File: src/rtl/fdt_pkg.sv
// ----------------------------------------------------------------------------
// fdt_pkg
// Shared constants for the fixed-point to grouped decimal text formatter.
// ----------------------------------------------------------------------------
package fdt_pkg;

  localparam int VALUE_W = 48;
  localparam int CHAR_W  = 8;

  localparam logic [CHAR_W-1:0] SEP_RESET = 8'd39;
  localparam logic [CHAR_W-1:0] CH_SPACE  = 8'h20;
  localparam logic [CHAR_W-1:0] CH_ZERO   = 8'h30;
  localparam logic [CHAR_W-1:0] CH_POINT  = 8'h2e;
  localparam logic [CHAR_W-1:0] CH_MINUS  = 8'h2d;

  function automatic logic [CHAR_W-1:0] digit_char(input logic [3:0] d);
    digit_char = CH_ZERO | {4'b0000, d};
  endfunction

endpackage

File: src/rtl/fdt_ifs.sv
// ----------------------------------------------------------------------------
// fdt_ifs
// Stream channels of the formatter: value in, text out, separator write.
// ----------------------------------------------------------------------------
interface fdt_value_if import fdt_pkg::*; ();
  logic                      valid;
  logic                      ready;
  logic signed [VALUE_W-1:0] value;
  modport source (output valid, output value, input ready);
  modport sink   (input valid, input value, output ready);
endinterface

interface fdt_text_if import fdt_pkg::*; ();
  logic              valid;
  logic              ready;
  logic [CHAR_W-1:0] text_char;
  logic              last_char;
  modport source (output valid, output text_char, output last_char, input ready);
  modport sink   (input valid, input text_char, input last_char, output ready);
endinterface

interface fdt_cfg_if import fdt_pkg::*; ();
  logic              valid;
  logic              ready;
  logic [CHAR_W-1:0] group_separator;
  modport source (output valid, output group_separator, input ready);
  modport sink   (input valid, input group_separator, output ready);
endinterface

File: src/rtl/fdt_round.sv
// ----------------------------------------------------------------------------
// fdt_round
// Two stages: sign and magnitude, then scale by 100 and round to hundredths.
// ----------------------------------------------------------------------------
module fdt_round import fdt_pkg::*; #(
  parameter int FRAC_BITS = 16,
  parameter int HUND_W    = VALUE_W + 7 - FRAC_BITS
) (
  input  logic                      clk,
  input  logic                      rst,
  input  logic                      in_valid,
  output logic                      in_ready,
  input  logic signed [VALUE_W-1:0] in_value,
  output logic                      out_valid,
  input  logic                      out_ready,
  output logic [HUND_W-1:0]         out_hund,
  output logic                      out_neg
);

  localparam int PROD_W = VALUE_W + 7;
  localparam logic [PROD_W-1:0] HALF = PROD_W'(1) << (FRAC_BITS - 1);

  logic               a_valid;
  logic               a_neg;
  logic [VALUE_W-1:0] a_mag;
  logic [VALUE_W-1:0] raw;
  logic [PROD_W-1:0]  mag_w;
  logic [PROD_W-1:0]  prod;
  logic               a_adv;
  logic               b_adv;

  assign b_adv    = !out_valid || out_ready;
  assign a_adv    = !a_valid || b_adv;
  assign in_ready = a_adv;

  assign raw   = in_value;
  assign mag_w = PROD_W'(a_mag);
  // times 100 as 64 + 32 + 4
  assign prod  = (mag_w << 6) + (mag_w << 5) + (mag_w << 2) + HALF;

  always_ff @(posedge clk) begin
    if (rst) begin
      a_valid   <= 1'b0;
      out_valid <= 1'b0;
    end else begin
      if (a_adv) a_valid <= in_valid;
      if (b_adv) out_valid <= a_valid;
    end
  end

  always_ff @(posedge clk) begin
    if (a_adv) begin
      a_neg <= raw[VALUE_W-1];
      a_mag <= raw[VALUE_W-1] ? (~raw + VALUE_W'(1)) : raw;
    end
    if (b_adv) begin
      out_neg  <= a_neg;
      out_hund <= prod[PROD_W-1:FRAC_BITS];
    end
  end

endmodule

File: src/rtl/fdt_bcd.sv
// ----------------------------------------------------------------------------
// fdt_bcd
// Pipelined shift-and-add-3 conversion, up to four bits per register stage.
// ----------------------------------------------------------------------------
module fdt_bcd import fdt_pkg::*; #(
  parameter int HUND_W = 39,
  parameter int DIGITS = 12
) (
  input  logic                  clk,
  input  logic                  rst,
  input  logic                  in_valid,
  output logic                  in_ready,
  input  logic [HUND_W-1:0]     in_hund,
  input  logic                  in_neg,
  output logic                  out_valid,
  input  logic                  out_ready,
  output logic [4*DIGITS-1:0]   out_bcd,
  output logic                  out_neg
);

  localparam int STEPS = 4;
  localparam int NST   = (HUND_W + STEPS - 1) / STEPS;

  logic                v   [NST];
  logic                adv [NST];
  logic [HUND_W-1:0]   bin [NST];
  logic [4*DIGITS-1:0] bcd [NST];
  logic                neg [NST];

  for (genvar s = 0; s < NST; s++) begin : g_st
    logic                iv;
    logic [HUND_W-1:0]   ibin;
    logic [4*DIGITS-1:0] ibcd;
    logic                ineg;
    logic                nxt_ready;
    logic [HUND_W-1:0]   nbin;
    logic [4*DIGITS-1:0] nbcd;

    if (s == 0) begin : g_first
      assign iv   = in_valid;
      assign ibin = in_hund;
      assign ibcd = '0;
      assign ineg = in_neg;
    end else begin : g_next
      assign iv   = v[s-1];
      assign ibin = bin[s-1];
      assign ibcd = bcd[s-1];
      assign ineg = neg[s-1];
    end

    if (s == NST - 1) begin : g_tail
      assign nxt_ready = out_ready;
    end else begin : g_mid
      assign nxt_ready = adv[s+1];
    end

    assign adv[s] = !v[s] || nxt_ready;

    always_comb begin
      nbin = ibin;
      nbcd = ibcd;
      for (int j = 0; j < STEPS; j++) begin
        if (s * STEPS + j < HUND_W) begin
          for (int d = 0; d < DIGITS; d++) begin
            if (nbcd[4*d +: 4] >= 4'd5) nbcd[4*d +: 4] = nbcd[4*d +: 4] + 4'd3;
          end
          nbcd = {nbcd[4*DIGITS-2:0], nbin[HUND_W-1]};
          nbin = {nbin[HUND_W-2:0], 1'b0};
        end
      end
    end

    always_ff @(posedge clk) begin
      if (rst) begin
        v[s] <= 1'b0;
      end else if (adv[s]) begin
        v[s] <= iv;
      end
    end

    always_ff @(posedge clk) begin
      if (adv[s]) begin
        bin[s] <= nbin;
        bcd[s] <= nbcd;
        neg[s] <= ineg;
      end
    end
  end

  assign in_ready  = adv[0];
  assign out_valid = v[NST-1];
  assign out_bcd   = bcd[NST-1];
  assign out_neg   = neg[NST-1];

endmodule

File: src/rtl/fdt_fmt.sv
// ----------------------------------------------------------------------------
// fdt_fmt
// Lays out the digits right to left with point and separators, and works
// out the text length and the first character position.
// ----------------------------------------------------------------------------
module fdt_fmt import fdt_pkg::*; #(
  parameter int DIGITS      = 12,
  parameter int FIELD_CHARS = 16,
  parameter int REV_LEN     = 3 + (DIGITS - 2) + (DIGITS - 3) / 3,
  parameter int NW          = $clog2(REV_LEN + 2),
  parameter int BW          = $clog2(REV_LEN + FIELD_CHARS + 1)
) (
  input  logic                            clk,
  input  logic                            rst,
  input  logic [CHAR_W-1:0]               sep,
  input  logic                            in_valid,
  output logic                            in_ready,
  input  logic [4*DIGITS-1:0]             in_bcd,
  input  logic                            in_neg,
  output logic                            out_valid,
  input  logic                            out_ready,
  output logic [REV_LEN-1:0][CHAR_W-1:0]  out_rev,
  output logic                            out_neg,
  output logic [NW-1:0]                   out_n,
  output logic [BW-1:0]                   out_base
);

  localparam int DI = DIGITS - 2;

  logic [REV_LEN-1:0][CHAR_W-1:0] rev;
  logic [NW-1:0]                  len_int;
  logic                           neg_eff;
  logic [NW-1:0]                  n;
  logic [BW-1:0]                  base;
  logic                           adv;

  assign adv      = !out_valid || out_ready;
  assign in_ready = adv;

  always_comb begin
    int p;
    rev     = '0;
    len_int = NW'(1);
    rev[0]  = digit_char(in_bcd[3:0]);
    rev[1]  = digit_char(in_bcd[7:4]);
    rev[2]  = CH_POINT;
    for (int k = 0; k < DI; k++) begin
      p = 3 + k + k / 3;
      rev[p] = digit_char(in_bcd[4*(k+2) +: 4]);
      if (k > 0 && k % 3 == 0) rev[p-1] = sep;
      // highest nonzero integer digit sets the length
      if (k > 0 && in_bcd[4*(k+2) +: 4] != 4'd0) len_int = NW'(k + 1 + k / 3);
    end
    neg_eff = in_neg && (in_bcd != '0);
    n       = NW'(3) + len_int + NW'(neg_eff);
    base    = (BW'(n) >= BW'(FIELD_CHARS)) ? BW'(n) - BW'(1) : BW'(FIELD_CHARS - 1);
  end

  always_ff @(posedge clk) begin
    if (rst) begin
      out_valid <= 1'b0;
    end else if (adv) begin
      out_valid <= in_valid;
    end
  end

  always_ff @(posedge clk) begin
    if (adv) begin
      out_rev  <= rev;
      out_neg  <= neg_eff;
      out_n    <= n;
      out_base <= base;
    end
  end

endmodule

File: src/rtl/fdt_ser.sv
// ----------------------------------------------------------------------------
// fdt_ser
// Holds one laid-out field and sends it one character per cycle, while the
// receiver is ready, through an output register.
// ----------------------------------------------------------------------------
module fdt_ser import fdt_pkg::*; #(
  parameter int FIELD_CHARS = 16,
  parameter int REV_LEN     = 16,
  parameter int NW          = 5,
  parameter int BW          = 6
) (
  input  logic                            clk,
  input  logic                            rst,
  input  logic                            in_valid,
  output logic                            in_ready,
  input  logic [REV_LEN-1:0][CHAR_W-1:0]  in_rev,
  input  logic                            in_neg,
  input  logic [NW-1:0]                   in_n,
  input  logic [BW-1:0]                   in_base,
  output logic                            out_valid,
  input  logic                            out_ready,
  output logic [CHAR_W-1:0]               out_char,
  output logic                            out_last
);

  localparam int CW  = $clog2(FIELD_CHARS);
  localparam int RIW = $clog2(REV_LEN);
  localparam logic [CW-1:0] LAST_POS = CW'(FIELD_CHARS - 1);

  logic                           busy;
  logic [REV_LEN-1:0][CHAR_W-1:0] rev;
  logic                           neg;
  logic [NW-1:0]                  n;
  logic [BW-1:0]                  base;
  logic [CW-1:0]                  cnt;
  logic                           out_load;
  logic                           fin;
  logic [BW-1:0]                  idx;
  logic [CHAR_W-1:0]              ch;

  assign out_load = busy && (!out_valid || out_ready);
  assign fin      = out_load && (cnt == LAST_POS);
  assign in_ready = !busy || fin;
  assign idx      = base - BW'(cnt);

  always_comb begin
    if (idx >= BW'(n)) begin
      ch = CH_SPACE;
    end else if (neg && idx == BW'(n) - BW'(1)) begin
      ch = CH_MINUS;
    end else begin
      ch = rev[idx[RIW-1:0]];
    end
  end

  always_ff @(posedge clk) begin
    if (rst) begin
      busy      <= 1'b0;
      cnt       <= '0;
      out_valid <= 1'b0;
    end else begin
      if (out_load) cnt <= fin ? '0 : cnt + CW'(1);
      if (in_ready) busy <= in_valid;
      if (!out_valid || out_ready) out_valid <= busy;
    end
  end

  always_ff @(posedge clk) begin
    if (in_ready && in_valid) begin
      rev  <= in_rev;
      neg  <= in_neg;
      n    <= in_n;
      base <= in_base;
    end
    if (out_load) begin
      out_char <= ch;
      out_last <= (cnt == LAST_POS);
    end
  end

endmodule

File: src/rtl/fixed_to_grouped_decimal_text.sv
// ----------------------------------------------------------------------------
// fixed_to_grouped_decimal_text
// Signed fixed-point value to right-justified grouped decimal ASCII field.
// ----------------------------------------------------------------------------
// num:  one signed value per item, FRAC_BITS fraction bits, rounded to
//       hundredths half away from zero
// text: FIELD_CHARS characters per value, left to right, last_char on the
//       final one; a value rounding to zero prints unsigned 0.00
// cfg:  writes the group separator character, always ready
// the value passes 2 rounding stages, ceil((55 - FRAC_BITS) / 4) conversion
// stages (10 at default), one layout stage and the serializer
// the output register sends a single character per cycle while the receiver
// is ready and so sets the throughput; each rounding, conversion and layout
// stage can hold one waiting value while the serializer works
// a stalled receiver holds the output register and backs the stages up,
// nothing is dropped or repeated
// reset empties every stage and sets the separator to an apostrophe
// ----------------------------------------------------------------------------
module fixed_to_grouped_decimal_text import fdt_pkg::*; #(
  parameter int FIELD_CHARS = 16,
  parameter int FRAC_BITS   = 16
) (
  input  logic          clk,
  input  logic          rst,
  fdt_value_if.sink     num,
  fdt_text_if.source    text,
  fdt_cfg_if.sink       cfg
);

  localparam int HUND_W  = VALUE_W + 7 - FRAC_BITS;
  localparam int DIGITS  = ((HUND_W * 1233) >> 12) + 1;
  localparam int REV_LEN = 3 + (DIGITS - 2) + (DIGITS - 3) / 3;
  localparam int NW      = $clog2(REV_LEN + 2);
  localparam int BW      = $clog2(REV_LEN + FIELD_CHARS + 1);

  logic [CHAR_W-1:0] sep;

  logic                           r_valid, r_ready;
  logic [HUND_W-1:0]              r_hund;
  logic                           r_neg;
  logic                           b_valid, b_ready;
  logic [4*DIGITS-1:0]            b_bcd;
  logic                           b_neg;
  logic                           f_valid, f_ready;
  logic [REV_LEN-1:0][CHAR_W-1:0] f_rev;
  logic                           f_neg;
  logic [NW-1:0]                  f_n;
  logic [BW-1:0]                  f_base;

  assign cfg.ready = 1'b1;

  always_ff @(posedge clk) begin
    if (rst) begin
      sep <= SEP_RESET;
    end else if (cfg.valid && cfg.ready) begin
      sep <= cfg.group_separator;
    end
  end

  fdt_round #(.FRAC_BITS(FRAC_BITS), .HUND_W(HUND_W)) u_round (
    .clk(clk), .rst(rst),
    .in_valid(num.valid), .in_ready(num.ready), .in_value(num.value),
    .out_valid(r_valid), .out_ready(r_ready), .out_hund(r_hund), .out_neg(r_neg)
  );

  fdt_bcd #(.HUND_W(HUND_W), .DIGITS(DIGITS)) u_bcd (
    .clk(clk), .rst(rst),
    .in_valid(r_valid), .in_ready(r_ready), .in_hund(r_hund), .in_neg(r_neg),
    .out_valid(b_valid), .out_ready(b_ready), .out_bcd(b_bcd), .out_neg(b_neg)
  );

  fdt_fmt #(
    .DIGITS(DIGITS), .FIELD_CHARS(FIELD_CHARS), .REV_LEN(REV_LEN), .NW(NW), .BW(BW)
  ) u_fmt (
    .clk(clk), .rst(rst), .sep(sep),
    .in_valid(b_valid), .in_ready(b_ready), .in_bcd(b_bcd), .in_neg(b_neg),
    .out_valid(f_valid), .out_ready(f_ready), .out_rev(f_rev), .out_neg(f_neg),
    .out_n(f_n), .out_base(f_base)
  );

  fdt_ser #(
    .FIELD_CHARS(FIELD_CHARS), .REV_LEN(REV_LEN), .NW(NW), .BW(BW)
  ) u_ser (
    .clk(clk), .rst(rst),
    .in_valid(f_valid), .in_ready(f_ready), .in_rev(f_rev), .in_neg(f_neg),
    .in_n(f_n), .in_base(f_base),
    .out_valid(text.valid), .out_ready(text.ready),
    .out_char(text.text_char), .out_last(text.last_char)
  );

  // output register empties on reset
  a_rst_empty: assert property (@(posedge clk) rst |=> !text.valid)
    else $error("output valid after reset");

  // a field goes out without gaps once started
  a_no_gap: assert property (@(posedge clk) disable iff (rst)
    text.valid && text.ready && !text.last_char |=> text.valid)
    else $error("gap inside a field");

endmodule
File: src/flat_wrapper.sv
// flat-port wrapper written by rule: the top's interface ports become plain ports
module fixed_to_grouped_decimal_text_flat import fdt_pkg::*;
#(
  parameter int FIELD_CHARS = 16,
  parameter int FRAC_BITS   = 16
)
  (clk, rst, num_valid, num_value, num_ready, text_valid, text_text_char, text_last_char, text_ready, cfg_valid, cfg_group_separator, cfg_ready);
  fdt_value_if num_i ();
  fdt_text_if text_i ();
  fdt_cfg_if cfg_i ();
  input  logic clk;
  input  logic rst;
  input wire logic [$bits(num_i.valid)-1:0] num_valid;
  input wire logic [$bits(num_i.value)-1:0] num_value;
  output wire logic [$bits(num_i.ready)-1:0] num_ready;
  output wire logic [$bits(text_i.valid)-1:0] text_valid;
  output wire logic [$bits(text_i.text_char)-1:0] text_text_char;
  output wire logic [$bits(text_i.last_char)-1:0] text_last_char;
  input wire logic [$bits(text_i.ready)-1:0] text_ready;
  input wire logic [$bits(cfg_i.valid)-1:0] cfg_valid;
  input wire logic [$bits(cfg_i.group_separator)-1:0] cfg_group_separator;
  output wire logic [$bits(cfg_i.ready)-1:0] cfg_ready;
  assign num_i.valid = num_valid;
  assign num_i.value = num_value;
  assign num_ready = num_i.ready;
  assign text_valid = text_i.valid;
  assign text_text_char = text_i.text_char;
  assign text_last_char = text_i.last_char;
  assign text_i.ready = text_ready;
  assign cfg_i.valid = cfg_valid;
  assign cfg_i.group_separator = cfg_group_separator;
  assign cfg_ready = cfg_i.ready;
  fixed_to_grouped_decimal_text #(.FIELD_CHARS(FIELD_CHARS), .FRAC_BITS(FRAC_BITS)) u_core (.clk(clk), .rst(rst), .num(num_i), .text(text_i), .cfg(cfg_i));
endmodule
File: config.mk
export PLATFORM = sky130hd
export DESIGN_NAME = fixed_to_grouped_decimal_text_flat
export DESIGN_NICKNAME = d
export VERILOG_FILES = /design/src/rtl/fdt_pkg.sv /design/src/rtl/fdt_ifs.sv /design/src/rtl/fdt_round.sv /design/src/rtl/fdt_bcd.sv /design/src/rtl/fdt_fmt.sv /design/src/rtl/fdt_ser.sv /design/src/rtl/fixed_to_grouped_decimal_text.sv /design/src/flat_wrapper.sv
export SDC_FILE = /design/constraint.sdc
export NUM_CORES = 2
export LEC_CHECK = 0
export BUFFER_PORTS_ARGS = -buffer_cell sky130_fd_sc_hd__buf_2
export CAP_MARGIN = 20
export CORE_AREA = 4 4 407 329
export DETAILED_ROUTE_END_ITERATION = 7
export DIE_AREA = 0 0 411 333
export PLACE_DENSITY = 0.64
export SLEW_MARGIN = 30
export SYNTH_ARGS = -nofsm -noshare
export SYNTH_HDL_FRONTEND = slang
export SYNTH_SLANG_ARGS = --single-unit
File: constraint.sdc
create_clock -name clk -period 9.3 [get_ports clk]
set_input_delay 1.395 -clock clk [delete_from_list [all_inputs] [get_ports clk]]
set_output_delay 1.395 -clock clk [all_outputs]
set_load 0.005 [all_outputs]
# Word level (Yosys, flattened, before mapping)
# Memories as Yosys holds them, arrays and structs flattened.
# Index checks and enable logic that the tools add are counted.
# word_totals
output_inout_bits,12
word_cells,1467
memories,4
ff_bits,251
input_bits,61
mem_bits_rw,860
# mem_list
memory,depth,width,rd,rd_ports_with_merged_regs,wr,line,rtl
u_core.u_bcd.bcd,10,48,10,0,10,fdt_bcd.sv:27,logic [4*DIGITS-1:0] bcd [NST];
u_core.u_bcd.bin,10,36,9,0,10,fdt_bcd.sv:26,logic [HUND_W-1:0] bin [NST];
u_core.u_bcd.neg,10,1,10,0,10,fdt_bcd.sv:28,logic neg [NST];
u_core.u_bcd.v,10,1,10,0,10,fdt_bcd.sv:24,logic v [NST];
# classes
add_sub_neg,436
n_eq_ne,2
order_cmp,429
muxes,492
bitwise,11
n_reduce_logical,46
# op_table
cell,count
$ge 4x3->1 const B,423
$mux 4,393
$add 4x2->4 const B,388
$add 3x2->3 const B,35
$mux 3,35
$add 54x53->55,1
$add 55x16->55 const B,1
$add 55x50->55,1
$mux 1,52
$add 48x1->48 const B,1
$not 48->48,1
$reduce_bool 48->1,1
$mux 47,1
$reduce_bool 4->1,9
$mux 5,7
$bmux 8 s4,1
$logic_not 1->1,15
$logic_or 1x1->1,15
$sub 5x1->6 const B,2
$or 1x1->1,10
$add 1x2->3 const B,3
$ge 1x3->1 const B,3
$mux 8,1
$eq 6x6->1,1
11 further kinds,16

# Longest topological paths before layout
# logic_depth
word_depth,20
ltp_mapped,20
ltp_nobuf,20

# Hierarchy
# A second synthesis with hierarchy kept.
# unflattened
cells_unflattened,5608
area_unflattened_um2,56240.2
# by_module_without_submodules
mod,seq_area_each_um2,cells_per_inst,area_per_inst_um2,n_inst
fdt_bcd,14203.6,4368,38931.1,1
fdt_round,2712.6,722,7727.4,1
fdt_ser,4594.4,295,6262.3,1
fdt_fmt,2062.0,195,3011.6,1
fixed_to_grouped_decimal_text,160.2,28,307.8,1

# Least setup slack after synthesis
# OpenSTA, ideal clock, no wires.
# synth_path
kind,in2out
startpoint,input port text_ready
endpoint,output port num_ready
path_buffers,0
arrival_ns,6.318
required_ns,7.905
stages,10
slack_ns,1.587
path_cell_list,nor2b_1 -> o21ai_0 -> nor2_1 -> inv_1 -> nor2_1 -> and2_1 -> inv_1 -> nor2_1 -> and3_1 -> nand3_1
# synth_via
elab_chain_cells,17
# synth_rtl
element,line,rtl
from (decl),flat_wrapper.sv:19,input wire logic [$bits(text_i.ready)-1:0] text_ready;
$logic_or 1x1->1,fdt_ser.sv:41,assign out_load = busy && (!out_valid || out_ready);
$logic_and 1x1->1,fdt_ser.sv:41,
$logic_and 1x1->1,fdt_ser.sv:42,assign fin = out_load && (cnt == LAST_POS);
$logic_or 1x1->1,fdt_ser.sv:43,assign in_ready = !busy || fin;
$logic_or 1x1->1,fdt_fmt.sv:37,assign adv = !out_valid || out_ready;
net u_core.b_ready,fixed_to_grouped_decimal_text.sv:41,"logic b_valid, b_ready;"
$logic_or 1x1->1 (4 in series),fdt_bcd.sv:57,assign adv[s] = !v[s] || nxt_ready;
net u_core.u_bcd.g_st[5].nxt_ready,fdt_bcd.sv:35,logic nxt_ready;
$logic_or 1x1->1 (6 in series),fdt_bcd.sv:57,
$logic_or 1x1->1,fdt_round.sv:32,assign b_adv = !out_valid || out_ready;
$logic_or 1x1->1,fdt_round.sv:33,assign a_adv = !a_valid || b_adv;
to (decl),flat_wrapper.sv:15,output wire logic [$bits(num_i.ready)-1:0] num_ready;
# The timed path passes the listed nets, and every way through them passes these cells.

# Worst setup path after layout
# Same ends and word-level chain as after synthesis.

==> impl_metrics.toml <==
[yosys]
postSynthCellCount = 5193
synth_area_sq_mm = 0.0517
synth_ff_type = "edfxtp_1"
yosysTopAreaCell = "edfxtp_1"
synthXorXnorAreaFrac_pct = 6.16
yosysUniqueCellTypes = 107
synthAdderAreaFrac_pct = 10.6
synth_nets = 5664
synth-edff-count = 707
postSynthAreaPerCell_sq_um = 9.95
ys_ff_latch = 724
synth_simple_gate_area_share_pct = 13.4
synth_common_cells = "edfxtp_1, a21oi_1, nor2_1, o21ai_0"
yosysWarnings = 0
synth_top_cell_area_share_pct = 41.1
async_flop_share_pct = 0
synth_most_common_cell = "edfxtp_1"
synth.mux.area_fraction_pct = 5.92
netlist_top_cells_area = "edfxtp_1, ha_1, a21oi_1, xnor2_1, o21ai_0"
synth_compound_area_share_pct = 18.4
yosysSeqAreaShare_pct = 41.8
synth_top_family_by_area = "compound AO/OA/AOI/OAI gates"

[cts]
path_clk_slew_ns = 0.06
cts_buffer_depth = 3
clock_latency_ns = 0.66
postCtsSetupBuffers = 0
cts_root_buf = "clkbuf_16"
cts_tree = "done"
postCtsHoldBufs = 0
cts.sinks = 724
cts_max_level = 3
numCtsBuffers = 77
ctsResizeCount = 0

[sta]
period_needed_ns = 5.95
slew_violations = 0
post-route-period-util_pct = 64.0
finalSetupViolCount = 0
grt_setup_unrepaired = "false"
fin_skew_ns = 0.0430
hold_viol = 0
max_slew_margin_pct = 31.7
setup_tns_ns = 0
timing.fmax_mhz = 168
worst_pin_slew_ns = 1.02

[hold_path]
min_path_type = "reg2reg"
min_to = "u_core.u_bcd.bin[5][31]"
whs_path_depth = 0
worstHoldStart = "u_core.u_bcd.bin[4][27]"

[grt]
globalRoute.totalOverflow = 0
antenna_found_initial = 2
grtUsageTotal_pct = 13.8
grt_max_degree = 70
grt_pass1_vias = 34600
grt_pass1_wl_um = 164000

[floorplanning]
core_area_sq_mm = 0.129
die_area_sq_mm = 0.137
die_h_um = 333
initial_core_util_pct = 40.0
die_w_um = 411
num_rows = 118
io_pins = 73

[critical_path]
crit_chain = "buf_2 > nor2b_1 > o21ai_0 > nor2_1 > inv_2 > nor2_1 > and2_1 > inv_2 > nor2_1 > and3_1 > nand3_2 > buf_4 > buf_2"
critical_path.max_stage_delay_ns = 0.45
r2r_start = "u_core.u_round.a_mag[4]"
worstReg2RegEnd = "u_core.u_round.out_hund[37]"
path_delay_family = "simple AND/OR/NAND/NOR gates"
cp.required_ns = 7.91
crit_arrival_ns = 4.55
start_kind = "primary input"
slowest_stage = "nor2_1"
crit_buf_inv = 5
critPathCaptureType = "primary output"
r2r_slack_ns = 5.08
crit_type = "in2out"
r2r_cells = 15
path_depth = 13
critPathMaxFanout = 51
crit_path_frequent_cell = "nor2_1"

[detailed_routing]
drt-vias-per-instance = 5.30
wl_per_cell_um = 13.7
via_count = 37400
postRouteAntennaNets = 0
finalWirelength_um = 96600
drtIter0Drc = 2445
drc = 0
dr.pass1.iters = 8

[outcome]
status = "finished, final reports clean"

[finish]
fin_nets = 5724
antenna_cells = 0
areaGrowthSynthToFinish_pct = 9.37
fill_cells = 12100
drive_above_1_share_pct = 9.49
final_cells = 7053

[place]
dp_hpwl_um = 70400
io_buffers = 71
placed_cells = 6914
gp_congestion = 0.805

[job]
cap_violations = 0
-- kinds of logic after synthesis --
family,count (synthesis)
compound gates,1532
fa+ha+maj,412
simple gates,1412
other cells,2
flops,724
buf+inv,501
xor+xnor,335
mux,275
-- area by class of cell --
type	instances	area, sq um	area share [%]
multi-input cells	3968	28300	50.0
flip-flops and latches	724	21600	38.2
well taps	1740	2180	3.85
clock buffers	90	1980	3.50
inverters	387	1460	2.58
repair buffers	95	536	0.948
clock inverters	49	510	0.904
-- flip-flops by register name, summed over array words and instances, names as in the netlist, 6 cells and up --
name                     count
u_core.u_fmt.out_rev        56
u_core.u_fmt.out_base        6
u_core.u_bcd.neg            10
u_core.u_ser.rev            56
u_core.u_bcd.bin           171
u_core.sep                   8
u_core.u_round.a_mag        48
u_core.u_ser.out_char        8
u_core.u_round.out_hund     39
u_core.u_bcd.v              10
u_core.u_bcd.bcd           282
u_core.u_ser.base            6
-- metal layers --
layer | track usage [%] | share of wire (%) | up-vias
met3 | 2.13 | 4.0 | 96
met4 | 2.69 | 1.4 | 0
li1 | - | - | 19200
met1 | 20.8 | 52 | 17500
met2 | 21.1 | 42 | 585
met5 | 0 | 0 | -
-- per-stage QoR --
stage          util, %  hold slack (ns)  instance area [sq um]  setup slack, ns
5_1_grt           43.7            0.410                  56500             3.13
4_1_cts           43.7            0.401                  56500             3.41
3_5_place_dp      41.8            0.405                  54000             3.44
3_3_place_gp      41.8            0.400                  54000             3.58
6_report          43.7            0.403                  56500             3.35
2_1_floorplan        -            0.400                  51700             1.59
-- cells in the final DEF (no fill, tap or decap), drive strengths merged, types with 45 or more instances in the layout --
master | netlist | final
a21o | 72 | 72
xnor2 | 268 | 268
nand3 | 69 | 69
fa | 45 | 45
buf | 8 | 95
o21a | 45 | 45
ha | 365 | 365
nor2b | 103 | 103
a211oi | 52 | 52
xor2 | 67 | 67
a31oi | 97 | 97
a21oi | 492 | 492
mux2 | 140 | 140
nor3b | 79 | 79
edfxtp | 707 | 707
inv | 386 | 392
clkbuf | 106 | 90
o21ai | 466 | 466
mux2i | 127 | 127
nand2b | 128 | 128
nor3 | 65 | 65
nor2 | 408 | 408
nand2 | 380 | 380
-- worst reg2reg max path: stages (launching register included) --
cell	delay (ns)
edfxtp_1	0.37
inv_1	0.09
fa_1	0.54
inv_1	0.05
ha_1	0.29
ha_1	0.30
and3_1	0.17
nand4_1	0.19
a311oi_2	0.42
o21ai_1	0.18
a22oi_1	0.35
o21a_1	0.30
a41o_1	0.32
nor4_1	0.07
nor3_1	0.24
xor2_1	0.10
-- worst max path at each step --
stage	slack, ns	start	endpoint
2_1_floorplan	1.59	text_ready	num_ready
3_5_place_dp	3.44	text_ready	num_ready
4_1_cts	3.41	text_ready	num_ready
5_1_grt	3.13	text_ready	num_ready
3_3_place_gp	3.58	text_ready	num_ready
6_report	3.35	text_ready	num_ready
Power is left out: the tool's default activity adds up to more than one toggle a clock period on the data nets, which glitch-free logic cannot reach.
